--- src/hdl/chunked_bump_allocator_defines.svh ---
// Assertion macros shared by the allocator RTL.
`ifndef CHUNKED_BUMP_ALLOCATOR_DEFINES_SVH
`define CHUNKED_BUMP_ALLOCATOR_DEFINES_SVH

// Same-cycle implication, disabled while reset is asserted (active low).
`define CBA_ASSERT_IMPLY(label, clk, rst_n, ante, cons, msg) \
    label: assert property (@(posedge clk) disable iff (!(rst_n)) (ante) |-> (cons)) \
        else $error(msg);

// Next-cycle implication, disabled while reset is asserted (active low).
`define CBA_ASSERT_NEXT(label, clk, rst_n, ante, cons, msg) \
    label: assert property (@(posedge clk) disable iff (!(rst_n)) (ante) |=> (cons)) \
        else $error(msg);

`endif

--- src/hdl/cba_pkg.sv ---
`default_nettype none

package cba_pkg;

    // Fixed field widths
    localparam int unsigned BYTE_W  = 25;   // byte counts up to the region size
    localparam int unsigned ADDR_W  = 24;   // byte offset in the region
    localparam int unsigned REQ_W   = 32;   // count * elem_bytes
    localparam int unsigned WIDE_W  = 34;   // fill + padding + request
    localparam int unsigned CUR_W   = 26;   // chunk start + fill
    localparam int unsigned CNT_W   = 32;
    localparam int unsigned SIZE_W  = 33;   // request + alignment

    localparam int unsigned DEF_MAX_CHUNKS  = 8;
    localparam longint unsigned REGION_BYTES = 64'd16777216;
    localparam int unsigned MAX_ALIGN_LOG2  = 12;
    localparam int unsigned MIN_ALIGN_LOG2  = 4;
    localparam int unsigned ALW             = MAX_ALIGN_LOG2;
    localparam int unsigned RESET_CHUNK_SIZE = 64 * 1024;

    typedef enum logic [1:0] {
        KIND_ALLOC = 2'd0,
        KIND_RESET = 2'd1,
        KIND_FINAL = 2'd2,
        KIND_NOP   = 2'd3
    } t_kind;

    typedef enum logic [2:0] {
        ST_OK_OLD = 3'd0,
        ST_OK_NEW = 3'd1,
        ST_ZERO   = 3'd2,
        ST_FULL   = 3'd3,
        ST_DONE   = 3'd4
    } t_status;

    typedef struct packed {
        logic              fits;
        logic [ALW-1:0]    pad;
        logic [CUR_W-1:0]  al;
        logic [WIDE_W-1:0] need;
        logic [WIDE_W-1:0] new_fill;
    } t_fit_res;

endpackage

`default_nettype wire

--- src/hdl/cba_ram.sv ---
`default_nettype none

module cba_ram #(
    parameter int unsigned WIDTH = 8,
    parameter int unsigned DEPTH = 8,
    localparam int unsigned AW = (DEPTH > 1) ? $clog2(DEPTH) : 1
) (
    input  wire logic             i_clk,
    input  wire logic             i_we,
    input  wire logic [AW-1:0]    i_waddr,
    input  wire logic [WIDTH-1:0] i_wdata,
    input  wire logic             i_re,
    input  wire logic [AW-1:0]    i_raddr,
    output logic      [WIDTH-1:0] o_rdata
);

    logic [WIDTH-1:0] r_mem [DEPTH];
    logic [WIDTH-1:0] r_rdata;

    always_ff @(posedge i_clk) begin
        if (i_we) begin
            r_mem[i_waddr] <= i_wdata;
        end
        if (i_re) begin
            r_rdata <= r_mem[i_raddr];
        end
    end

    assign o_rdata = r_rdata;

endmodule

`default_nettype wire

--- src/hdl/cba_fit.sv ---
`default_nettype none

// Fit unit: padding of a chunk's bump pointer, then the first-fit test.
module cba_fit (
    input  wire logic [cba_pkg::ADDR_W-1:0] i_start,
    input  wire logic [cba_pkg::BYTE_W-1:0] i_fill,
    input  wire logic [cba_pkg::BYTE_W-1:0] i_bytes,
    input  wire logic [cba_pkg::ALW-1:0]    i_mask,
    input  wire logic [cba_pkg::ALW-1:0]    i_pad,
    input  wire logic [cba_pkg::REQ_W-1:0]  i_req,
    output cba_pkg::t_fit_res               o_res
);

    logic [cba_pkg::CUR_W-1:0] w_cur;
    logic [cba_pkg::ALW-1:0]   w_pad;

    always_comb begin
        w_cur = cba_pkg::CUR_W'(i_start) + cba_pkg::CUR_W'(i_fill);
        // distance up to the next aligned byte: two's complement of the low bits
        w_pad = (~w_cur[cba_pkg::ALW-1:0] + cba_pkg::ALW'(1)) & i_mask;
        o_res.pad      = w_pad;
        o_res.al       = w_cur + cba_pkg::CUR_W'(w_pad);
        o_res.need     = cba_pkg::WIDE_W'(i_req) + cba_pkg::WIDE_W'(i_pad);
        o_res.new_fill = cba_pkg::WIDE_W'(i_fill) + o_res.need;
        o_res.fits     = (o_res.new_fill <= cba_pkg::WIDE_W'(i_bytes));
    end

endmodule

`default_nettype wire

--- src/hdl/chunked_bump_allocator.sv ---
// Channel   Direction  Handshake                        Payload
// s_axis    in         s_axis_tvalid / s_axis_tready    tuser: kind; tdata: request
// m_axis    out        m_axis_tvalid / m_axis_tready    tuser: status; tdata: result
// cfg       in         i_cfg_we (no back-pressure)      i_cfg_wdata: default chunk size
//
// An allocate item either lands in an open chunk after trying the ones before it,
// opens a chunk once every open chunk has missed, or runs out of space; each chunk
// tried costs a read, a pad and a fit step through the one fit unit.
// A reset item sweeps the fill table, one open chunk a cycle; finalize,
// unused-kind and zero-size items go from the idle step straight to the reply step.
// i_rst_n is synchronous; chunk tables are not cleared, entries beyond the
// open count are never read. A stalled m_axis holds the block in its reply
// step; the next item can be taken while the last result still waits.
`default_nettype none

`include "chunked_bump_allocator_defines.svh"

module chunked_bump_allocator #(
    parameter int unsigned MAX_CHUNKS = cba_pkg::DEF_MAX_CHUNKS
) (
    input  wire logic         i_clk,
    input  wire logic         i_rst_n,
    // configuration: default_chunk_size
    input  wire logic         i_cfg_we,
    input  wire logic [24:0]  i_cfg_wdata,
    // request item
    input  wire logic         s_axis_tvalid,
    output logic              s_axis_tready,
    input  wire logic [39:0]  s_axis_tdata,  // count[15:0], elem_bytes[31:16],
                                             // align_log2[35:32], zero[39:36]
    input  wire logic [1:0]   s_axis_tuser,  // kind[1:0]
    // result item
    output logic              m_axis_tvalid,
    input  wire logic         m_axis_tready,
    output logic [111:0]      m_axis_tdata,  // address[23:0], chunk_index[26:24],
                                             // total_bytes[51:27], peak_bytes[76:52],
                                             // alloc_total[108:77], zero[111:109]
    output logic [2:0]        m_axis_tuser   // status[2:0]
);

    localparam int unsigned IW = (MAX_CHUNKS > 1) ? $clog2(MAX_CHUNKS) : 1;
    localparam int unsigned CW = $clog2(MAX_CHUNKS + 1);
    localparam int unsigned GEO_W = cba_pkg::BYTE_W + cba_pkg::ADDR_W;
    localparam int unsigned BW = cba_pkg::BYTE_W;
    localparam int unsigned ALW = cba_pkg::ALW;

    typedef enum logic [9:0] {
        S_IDLE = 10'b00_0000_0001,
        S_MUL  = 10'b00_0000_0010,
        S_RD   = 10'b00_0000_0100,
        S_PAD  = 10'b00_0000_1000,
        S_FIT  = 10'b00_0001_0000,
        S_NEWC = 10'b00_0010_0000,
        S_NEWF = 10'b00_0100_0000,
        S_STAT = 10'b00_1000_0000,
        S_CLR  = 10'b01_0000_0000,
        S_RESP = 10'b10_0000_0000
    } t_state;

    // control registers
    t_state                   r_state, n_state;
    logic                     r_out_valid, n_out_valid;
    logic [CW-1:0]            r_open, n_open;
    logic [BW-1:0]            r_top, n_top;
    logic [BW-1:0]            r_reserved, n_reserved;
    logic [BW-1:0]            r_used, n_used;
    logic [BW-1:0]            r_peak, n_peak;
    logic [cba_pkg::CNT_W-1:0] r_alloc, n_alloc;
    logic [BW-1:0]            r_dflt, n_dflt;

    // payload registers
    logic [15:0]               r_count, n_count;
    logic [15:0]               r_isize, n_isize;
    logic [ALW-1:0]            r_mask, n_mask;
    logic [cba_pkg::REQ_W-1:0] r_req, n_req;
    logic [CW-1:0]             r_idx, n_idx;
    logic [ALW-1:0]            r_pad, n_pad;
    logic [cba_pkg::CUR_W-1:0] r_al, n_al;
    logic [BW-1:0]             r_base, n_base;
    logic [cba_pkg::SIZE_W-1:0] r_size, n_size;
    cba_pkg::t_status          r_status, n_status;
    logic [cba_pkg::ADDR_W-1:0] r_addr, n_addr;
    logic                      r_success, n_success;
    logic [2:0]                r_o_status, n_o_status;
    logic [108:0]              r_o_data, n_o_data;

    // table ports
    logic              w_geo_we, w_fill_we, w_rd;
    logic [GEO_W-1:0]  w_geo_wdata, w_geo_rdata;
    logic [BW-1:0]     w_fill_wdata, w_fill_rdata;
    cba_pkg::t_fit_res w_fit;

    // scratch
    logic [3:0]                w_alog;
    logic [ALW:0]              w_align;
    logic [CW-1:0]             w_idx_inc;
    logic [cba_pkg::SIZE_W-1:0] w_size_a;
    logic [cba_pkg::WIDE_W-1:0] w_end;
    logic                      w_ok;
    logic [CW+2:0]             w_cidx;

    localparam logic [BW-1:0] TOP_MASK = BW'((64'd1 << cba_pkg::MAX_ALIGN_LOG2) - 64'd1);

    cba_ram #(.WIDTH(GEO_W), .DEPTH(MAX_CHUNKS)) u_geo_ram (
        .i_clk   (i_clk),
        .i_we    (w_geo_we),
        .i_waddr (r_idx[IW-1:0]),
        .i_wdata (w_geo_wdata),
        .i_re    (w_rd),
        .i_raddr (r_idx[IW-1:0]),
        .o_rdata (w_geo_rdata)
    );

    cba_ram #(.WIDTH(BW), .DEPTH(MAX_CHUNKS)) u_fill_ram (
        .i_clk   (i_clk),
        .i_we    (w_fill_we),
        .i_waddr (r_idx[IW-1:0]),
        .i_wdata (w_fill_wdata),
        .i_re    (w_rd),
        .i_raddr (r_idx[IW-1:0]),
        .o_rdata (w_fill_rdata)
    );

    cba_fit u_fit (
        .i_start (w_geo_rdata[cba_pkg::ADDR_W-1:0]),
        .i_fill  (w_fill_rdata),
        .i_bytes (w_geo_rdata[GEO_W-1:cba_pkg::ADDR_W]),
        .i_mask  (r_mask),
        .i_pad   (r_pad),
        .i_req   (r_req),
        .o_res   (w_fit)
    );

    assign s_axis_tready = (r_state == S_IDLE);
    assign m_axis_tvalid = r_out_valid;
    assign m_axis_tuser  = r_o_status;
    assign m_axis_tdata  = {3'b000, r_o_data};

    always_comb begin
        n_state     = r_state;
        n_out_valid = r_out_valid & ~m_axis_tready;
        n_open      = r_open;
        n_top       = r_top;
        n_reserved  = r_reserved;
        n_used      = r_used;
        n_peak      = r_peak;
        n_alloc     = r_alloc;
        n_dflt      = i_cfg_we ? i_cfg_wdata : r_dflt;
        n_count     = r_count;
        n_isize     = r_isize;
        n_mask      = r_mask;
        n_req       = r_req;
        n_idx       = r_idx;
        n_pad       = r_pad;
        n_al        = r_al;
        n_base      = r_base;
        n_size      = r_size;
        n_status    = r_status;
        n_addr      = r_addr;
        n_success   = r_success;
        n_o_status  = r_o_status;
        n_o_data    = r_o_data;

        w_geo_we     = 1'b0;
        w_fill_we    = 1'b0;
        w_rd         = 1'b0;
        w_geo_wdata  = {r_size[BW-1:0], r_base[cba_pkg::ADDR_W-1:0]};
        w_fill_wdata = '0;

        w_idx_inc = r_idx + CW'(1);
        w_alog    = s_axis_tdata[35:32];
        if (w_alog < 4'(cba_pkg::MIN_ALIGN_LOG2)) begin
            w_alog = 4'(cba_pkg::MIN_ALIGN_LOG2);
        end else if (w_alog > 4'(cba_pkg::MAX_ALIGN_LOG2)) begin
            w_alog = 4'(cba_pkg::MAX_ALIGN_LOG2);
        end
        w_align  = (ALW + 1)'(1) << w_alog;
        w_size_a = cba_pkg::SIZE_W'(r_req) + cba_pkg::SIZE_W'({1'b0, r_mask})
                   + cba_pkg::SIZE_W'(1);
        w_end    = cba_pkg::WIDE_W'(r_base) + cba_pkg::WIDE_W'(r_size);
        w_ok     = (r_open < CW'(MAX_CHUNKS))
                   && (w_end <= cba_pkg::WIDE_W'(cba_pkg::REGION_BYTES));
        w_cidx   = (CW + 3)'(r_idx);

        unique case (r_state)
            S_IDLE: begin
                if (s_axis_tvalid) begin
                    n_count   = s_axis_tdata[15:0];
                    n_isize   = s_axis_tdata[31:16];
                    n_mask    = ALW'(w_align - (ALW + 1)'(1));
                    n_addr    = '0;
                    n_success = 1'b0;
                    n_idx     = '0;
                    n_status  = cba_pkg::ST_DONE;
                    n_state   = S_RESP;
                    unique case (cba_pkg::t_kind'(s_axis_tuser))
                        cba_pkg::KIND_ALLOC: begin
                            if ((s_axis_tdata[15:0] == 16'd0) || (s_axis_tdata[31:16] == 16'd0)) begin
                                n_status = cba_pkg::ST_ZERO;
                            end else begin
                                n_state = S_MUL;
                            end
                        end
                        cba_pkg::KIND_RESET: begin
                            n_used = '0;
                            if (r_open != '0) begin
                                n_state = S_CLR;
                            end
                        end
                        cba_pkg::KIND_FINAL: begin
                            // release every chunk and clear the statistics
                            n_open     = '0;
                            n_top      = '0;
                            n_reserved = '0;
                            n_used     = '0;
                            n_peak     = '0;
                            n_alloc    = '0;
                        end
                        default: begin
                        end
                    endcase
                end
            end
            S_MUL: begin
                n_req   = cba_pkg::REQ_W'(r_count) * cba_pkg::REQ_W'(r_isize);
                n_state = (r_open == '0) ? S_NEWC : S_RD;
            end
            S_RD: begin
                w_rd    = 1'b1;
                n_state = S_PAD;
            end
            S_PAD: begin
                n_pad   = w_fit.pad;
                n_al    = w_fit.al;
                n_state = S_FIT;
            end
            S_FIT: begin
                if (w_fit.fits) begin
                    // bump this chunk's fill by padding plus request
                    w_fill_we    = 1'b1;
                    w_fill_wdata = w_fit.new_fill[BW-1:0];
                    n_used       = r_used + w_fit.need[BW-1:0];
                    n_status     = cba_pkg::ST_OK_OLD;
                    n_addr       = r_al[cba_pkg::ADDR_W-1:0];
                    n_success    = 1'b1;
                    n_state      = S_STAT;
                end else begin
                    n_idx   = w_idx_inc;
                    n_state = (w_idx_inc == r_open) ? S_NEWC : S_RD;
                end
            end
            S_NEWC: begin
                n_base  = (r_top + TOP_MASK) & ~TOP_MASK;
                n_size  = (cba_pkg::SIZE_W'(r_dflt) > w_size_a)
                          ? cba_pkg::SIZE_W'(r_dflt) : w_size_a;
                n_idx   = r_open;
                n_state = S_NEWF;
            end
            S_NEWF: begin
                if (w_ok) begin
                    w_geo_we     = 1'b1;
                    w_fill_we    = 1'b1;
                    w_fill_wdata = r_req[BW-1:0];
                    n_open       = r_open + CW'(1);
                    n_top        = w_end[BW-1:0];
                    n_reserved   = r_reserved + r_size[BW-1:0];
                    n_used       = r_used + r_req[BW-1:0];
                    n_status     = cba_pkg::ST_OK_NEW;
                    n_addr       = r_base[cba_pkg::ADDR_W-1:0];
                    n_success    = 1'b1;
                    n_state      = S_STAT;
                end else begin
                    n_status = cba_pkg::ST_FULL;
                    n_state  = S_RESP;
                end
            end
            S_STAT: begin
                if (r_alloc != '1) begin
                    n_alloc = r_alloc + cba_pkg::CNT_W'(1);
                end
                if (r_used > r_peak) begin
                    n_peak = r_used;
                end
                n_state = S_RESP;
            end
            S_CLR: begin
                // empty one open chunk a cycle
                w_fill_we = 1'b1;
                n_idx     = w_idx_inc;
                if (w_idx_inc == r_open) begin
                    n_state = S_RESP;
                end
            end
            S_RESP: begin
                // hold until the output register is free
                if (!r_out_valid || m_axis_tready) begin
                    n_out_valid = 1'b1;
                    n_o_status  = r_status;
                    n_o_data    = {r_alloc, r_peak, r_reserved,
                                   r_success ? w_cidx[2:0] : 3'b000, r_addr};
                    n_state     = S_IDLE;
                end
            end
            default: begin
                n_state = S_IDLE;
            end
        endcase
    end

    always_ff @(posedge i_clk) begin
        if (!i_rst_n) begin
            r_state     <= S_IDLE;
            r_out_valid <= 1'b0;
            r_open      <= '0;
            r_top       <= '0;
            r_reserved  <= '0;
            r_used      <= '0;
            r_peak      <= '0;
            r_alloc     <= '0;
            r_dflt      <= BW'(cba_pkg::RESET_CHUNK_SIZE);
        end else begin
            r_state     <= n_state;
            r_out_valid <= n_out_valid;
            r_open      <= n_open;
            r_top       <= n_top;
            r_reserved  <= n_reserved;
            r_used      <= n_used;
            r_peak      <= n_peak;
            r_alloc     <= n_alloc;
            r_dflt      <= n_dflt;
        end
    end

    always_ff @(posedge i_clk) begin
        r_count    <= n_count;
        r_isize    <= n_isize;
        r_mask     <= n_mask;
        r_req      <= n_req;
        r_idx      <= n_idx;
        r_pad      <= n_pad;
        r_al       <= n_al;
        r_base     <= n_base;
        r_size     <= n_size;
        r_status   <= n_status;
        r_addr     <= n_addr;
        r_success  <= n_success;
        r_o_status <= n_o_status;
        r_o_data   <= n_o_data;
    end

    `CBA_ASSERT_IMPLY(a_open_bound, i_clk, i_rst_n, 1'b1, r_open <= CW'(MAX_CHUNKS), "open chunk count above slot count")
    `CBA_ASSERT_IMPLY(a_used_in_reserved, i_clk, i_rst_n, 1'b1, r_used <= r_reserved, "used bytes exceed reserved bytes")
    `CBA_ASSERT_IMPLY(a_peak_in_reserved, i_clk, i_rst_n, 1'b1, r_peak <= r_reserved, "peak exceeds reserved bytes")
    `CBA_ASSERT_NEXT(a_busy_after_accept, i_clk, i_rst_n, s_axis_tvalid && s_axis_tready, !s_axis_tready, "item taken while busy")

endmodule

`default_nettype wire

--- config.mk ---
export PLATFORM = sky130hd
export DESIGN_NAME = chunked_bump_allocator
export DESIGN_NICKNAME = d
export VERILOG_FILES = /design/src/hdl/cba_pkg.sv /design/src/hdl/cba_ram.sv /design/src/hdl/cba_fit.sv /design/src/hdl/chunked_bump_allocator.sv
export VERILOG_INCLUDE_DIRS = /design/src /design/src/hdl
export SDC_FILE = /design/constraint.sdc
export NUM_CORES = 2
export LEC_CHECK = 0
export ABC_AREA = 1
export BUFFER_PORTS_ARGS = -buffer_cell sky130_fd_sc_hd__buf_4
export CAP_MARGIN = 20
export CELL_PAD_IN_SITES_DETAIL_PLACEMENT = 0
export CELL_PAD_IN_SITES_GLOBAL_PLACEMENT = 1
export CORE_MARGIN = 10
export CORE_UTILIZATION = 37
export CTS_CLUSTER_SIZE = 30
export DETAILED_ROUTE_END_ITERATION = 7
export PLACE_DENSITY_LB_ADDON = 0.1
export SYNTH_ARGS = -nofsm -noshare
export SYNTH_HDL_FRONTEND = slang
export SYNTH_HIERARCHICAL = 1
export SYNTH_SLANG_ARGS = --single-unit
export TNS_END_PERCENT = 1
--- constraint.sdc ---
create_clock -name i_clk -period 15.25 [get_ports i_clk]
set_input_delay 1.525 -clock i_clk [delete_from_list [all_inputs] [get_ports i_clk]]
set_output_delay 1.525 -clock i_clk [all_outputs]
set_load 0.01 [all_outputs]
Yosys cells after proc, flatten, opt, wreduce, memory -nomap -nowiden

Memory sizes are Yosys's and may differ from the RTL's. A register that Yosys moved wholly into a read port is not among the register bits.
Cells that the tools add are included.

Register bits: 523
RAM bits: 496
Input port bits: 72
Output and inout port bits: 117
Logic and storage cells: 171
Memories kept: 2

$add $sub $neg: 16
Multipliers: 1
$lt $le $gt $ge: 7
Equal/unequal tests: 24
Shift operators: 1
Multiplexer cells: 66
Bitwise gates (word level): 4
Reductions and logical operators: 24

Memories:

| name             | words | bits a word | read ports | clocked after Yosys merged registers in | write ports | line          | RTL |
|---|---|---|---|---|---|---|---|
| u_geo_ram.r_mem  | 8     | 37          | 1          | 1                                       | 1           | cba_ram.sv:17 | `logic [WIDTH-1:0] r_mem [DEPTH];` |
| u_fill_ram.r_mem | 8     | 25          | 1          | 1                                       | 1           | cba_ram.sv:17 |  |

Operator list:

| operator                                                                            | number |
|---|---|
| 25-bit 2-to-1 mux                                                                   | 12 |
| 25-bit one-hot mux with 2 select lines                                              | 4 |
| 10-bit one-hot mux with 10 select lines                                             | 1 |
| 32-bit 2-to-1 mux                                                                   | 3 |
| 25-bit adder                                                                        | 3 |
| 25-bit one-hot mux with 3 select lines                                              | 1 |
| 24-bit 2-to-1 mux                                                                   | 3 |
| 24-bit one-hot mux with 3 select lines                                              | 1 |
| 25-bit by 33-bit adder with 34-bit output                                           | 2 |
| 32-bit by 12-bit adder with 33-bit output                                           | 2 |
| 32-bit one-hot mux with 2 select lines                                              | 1 |
| 10-bit 2-to-1 mux                                                                   | 6 |
| 34-bit by 25-bit less-or-equal comparator with 1-bit output                         | 1 |
| 34-bit by 25-bit less-or-equal comparator with 1-bit output (second input constant) | 1 |
| 33-bit by 1-bit adder with 33-bit output (second input constant)                    | 1 |
| 25-bit by 33-bit > comparator with 1-bit output                                     | 1 |
| 32-bit by 1-bit adder with 32-bit output (second input constant)                    | 1 |
| 16-bit logical NOT                                                                  | 2 |
| 16-bit by 16-bit multiplier with 32-bit output                                      | 1 |
| 32-bit inequality test (second input constant)                                      | 1 |
| 4-bit 2-to-1 mux                                                                    | 7 |
| 25-bit by 12-bit adder with 25-bit output (second input constant)                   | 1 |
| 25-bit > comparator                                                                 | 1 |
| 24-bit by 12-bit adder with 24-bit output                                           | 1 |
| other kinds (50)                                                                    | 85 |

Longest topological paths before layout

Word-level depth: 7
Gate-level depth with buffers: 41
Depth with buffers taken out: 40

By module

Netlist, hierarchy kept.

Modules (own cells, without submodules):

| module                 | times used | cells an instance | area each (µm²) |
|---|---|---|---|
| chunked_bump_allocator | 1          | 3899              | 32931.6 |
| cba_ram at u_geo_ram   | 1          | 1761              | 18622.9 |
| cba_ram at u_fill_ram  | 1          | 907               | 9512.9 |
| cba_fit                | 1          | 1209              | 6518.8 |

Worst setup path before layout

OpenSTA, ideal clock, no wires.

Kind: input to register
Start: input port m_axis_tready
End: register r_o_status[0] (netlist: m_axis_tuser[0]) (enable)
Data arrival time: 12.073 ns
Required time: 14.392 ns
Path slack: 2.320 ns
Stages: 2
Cell sequence: nor2_1 -> nor4_1

Word-level cells in the longest chain between the ends: 2

Ends and longest elaborated chain:

| element                              | line                          | RTL |
|---|---|---|
| from (decl)                          | chunked_bump_allocator.sv:34  | `input wire logic m_axis_tready,` |
| 1-bit logical OR                     | chunked_bump_allocator.sv:296 | `if (!r_out_valid \|\| m_axis_tready) begin` |
| 2-bit AND reduction (no source line) | -                             |  |
| to (signal assigned)                 | chunked_bump_allocator.sv:347 | `r_o_status <= n_o_status;` |
| to (decl)                            | chunked_bump_allocator.sv:84  | `logic [2:0] r_o_status, n_o_status;` |

No other way between the ends.
A chain may end at the register's enable or synchronous reset.

==> impl_metrics.py <==
metrics = {
    "clock_tree": {
        "cts_buffers": 136,
        "cts_setup_buffers": 0,
        "path_clk_slew_ns": 0.06,
        "clockRootBuffer": "clkbuf_16",
        "cts_resized": 0,
        "cts_sinks": 1140,
        "h-tree-depth": 4,
        "cts_tree": "built",
        "max-clock-path-buffers": 3,
        "cts_hold_buf": 0,
        "clock_latency_ns": 0.80,
    },
    "floorplanning": {
        "rows": 156,
        "die_w_um": 447,
        "floorplan.initialDensity_pct": 37.3,
        "fp.coreArea_mm2": 0.181,
        "dieArea_mm2": 0.200,
        "ios": 189,
        "fp.dieH_um": 447,
    },
    "final_layout": {
        "layout-area-overhead-vs-synth_pct": 12.7,
        "finalCoreUtilization_pct": 42.0,
        "final-seq-area_mm2": 0.0325,
        "multi_input_area_mm2": 0.0287,
        "final_cell_count_no_fill": 10474,
        "layout-drive-gt1-share_pct": 7.60,
        "fillCellCount": 17961,
        "nets": 8599,
    },
    "logic_synthesis": {
        "syn_inst": 7742,
        "syn-cell-area_mm2": 0.0674,
        "avgSynthCellArea_um2": 8.71,
        "yosys_warnings": 6,
    },
    "sta": {
        "slew_violations": 0,
        "skew_ns": 0.0315,
        "layout_min_cycle_time_ns": 7.96,
        "rsz0062_at_grt": "no",
        "timing.setup.tns_ns": 0,
        "setup_viol": 0,
        "hold_viol": 0,
        "slew_headroom_pct": 20.1,
        "holdWs_ns": 0.417,
        "max_freq_mhz": 126,
        "tightest_slew_ns": 1.19,
        "min_period_over_period_pct": 52.2,
    },
    "detailed_routing": {
        "postRouteAntennaNets": 0,
        "drt-initial-drc-count": 3580,
        "finalWirelength_mm": 210,
        "dr_total_vias": 50514,
        "viasPerCell": 4.82,
        "drcViolationCount": 0,
        "firstDrtPassIters": 5,
        "avgRoutedWirePerCell_um": 20.0,
    },
    "place": {
        "dp.cells": 10228,
        "numPortBuffers": 181,
        "gp_congestion": 0.896,
        "dpl.hpwl_mm": 151,
    },
    "setup_path": {
        "crit_arrival_ns": 8.42,
        "crit_top_cell": "nand2_1",
        "ff2ff_path_depth": 35,
        "crit_slowest_cell": "nor2_2",
        "endpoint": "u_fill_ram/r_mem[6][7]",
        "r2r_end": "u_fill_ram/r_mem[6][7]",
        "slowest_delay_ns": 0.82,
        "r2r_setup_slack_ns": 7.29,
        "crit_path_start": "r_req[0]",
        "cp-start-kind": "register",
        "crit_type": "register to register",
        "crit_path_end_kind": "register",
        "cp.required_ns": 15.71,
        "rr_startpoint": "r_req[0]",
        "cp_max_fo": 14,
    },
    "global_route": {
        "grtUsageTotal_pct": 20.8,
        "overflow": 0,
        "first_global_vias": 49466,
        "grt_pass1_wl_mm": 314,
        "grt_max_degree": 147,
        "antenna_found_initial": 4,
    },
    "power": {
        "p_per_area_mw_per_mm2": 199,
        "p_leak_nw": 35.0,
        "p_total_mw": 15.1,
        "ir_drop_mv": 0.413,
    },
    "job": {
        "cap_violations": 0,
    },
    "hold_path": {
        "hold_path.class": "register to register",
    },
    "outcome": {
        "status": "completed",
    },
}
==> flip-flops by register name (all words and copies together) (netlist names), 10 cells and up <==
| register | flops |
|---|---|
| r_base | 13 |
| r_alloc | 32 |
| r_used | 25 |
| u_geo_ram/o_rdata | 49 |
| r_top | 25 |
| r_isize | 16 |
| r_reserved | 25 |
| u_geo_ram/r_mem | 392 |
| r_pad | 12 |
| r_size | 33 |
| u_fill_ram/o_rdata | 25 |
| r_addr | 24 |
| r_mask | 12 |
| r_state | 10 |
| r_count | 16 |
| r_peak | 25 |
| r_req | 32 |
| r_o_data | 109 |
| r_dflt | 25 |
| r_al | 24 |
| u_fill_ram/r_mem | 200 |
==> cell type report <==
| type | instances | area share [%] |
|---|---|---|
| Tap cell | 2370 | 3.90 |
| Timing Repair Buffer | 262 | 2.62 |
| Clock buffer | 176 | 4.88 |
| Inverter | 1458 | 7.22 |
| Clock inverter | 66 | 0.818 |
| Multi-Input combinational cell | 5001 | 37.8 |
| Sequential cell | 1140 | 42.8 |
| Antenna cell | 1 | 0.00329 |
==> metrics by stage <==
| step | instance area [um2] | setup slack [ns] |
|---|---|---|
| after floorplan | 67800 | 2.32 |
| after global placement | 71600 | 7.49 |
| after detailed placement | 71600 | 7.49 |
| after CTS | 76000 | 7.44 |
| after global routing | 76000 | 6.78 |
| final | 76000 | 7.29 |
==> layer usage <==
layer	vias up	wire length, um	track usage, %
li1	25129	-	-
met5	-	0	0
met4	0	5940	6.09
met2	1110	97500	34.3
met1	24051	97200	28.4
met3	224	9230	2.81
==> layout by cell type (no fill, tap or decap), types with 15 or more instances in the layout <==
cell / count
clkinv_1: 23
nor2_2: 20
ha_1: 327
nor2_1: 444
fa_1: 201
clkbuf_16: 140
xor2_1: 130
nor2_4: 17
nand4_1: 81
nor3_1: 81
edfxtp_1: 968
dfxtp_1: 172
a31oi_1: 17
nand3b_1: 19
inv_2: 23
conb_1: 103
a21oi_1: 321
inv_1: 1428
clkbuf_1: 29
or2_2: 20
buf_4: 258
nand3_1: 517
nor4_1: 34
xnor2_1: 52
nand2_2: 29
nand2_1: 2232
clkinv_2: 15
o21ai_0: 200
==> critical path: cells and delay by family (launching register included) <==
kind | cells | cell delay, ns
and+or+nand+nor | 18 | 3.02
AOI/OAI and AO/OA | 6 | 1.54
adders and majority gates | 4 | 1.35
buffers and inverters | 5 | 0.70
xor gates and xnor gates | 2 | 0.53
DFF | 1 | 0.46
==> where the power goes <==
group / internal, mW / switching (mW)
Clock: 1.82 / 1.35
Combinational: 2.90 / 5.04
Sequential: 3.88 / 0.153
==> worst min-delay path by stage <==
| stage | from | endpoint | slack, ns | depth (start not counted) |
|---|---|---|---|---|
| detailed placement | r_addr[20] | r_o_data[20] | 0.40 | 0 |
| global placement | r_addr[6] | r_o_data[6] | 0.41 | 0 |
| CTS | r_addr[8] | r_o_data[8] | 0.42 | 0 |
| floorplan | r_status[0] | m_axis_tuser[0] | 0.40 | 0 |
| finish | r_addr[20] | r_o_data[20] | 0.42 | 0 |
| global route | r_addr[11] | r_o_data[11] | 0.43 | 0 |
No activity file was read; power rests on OpenSTA's default activity.
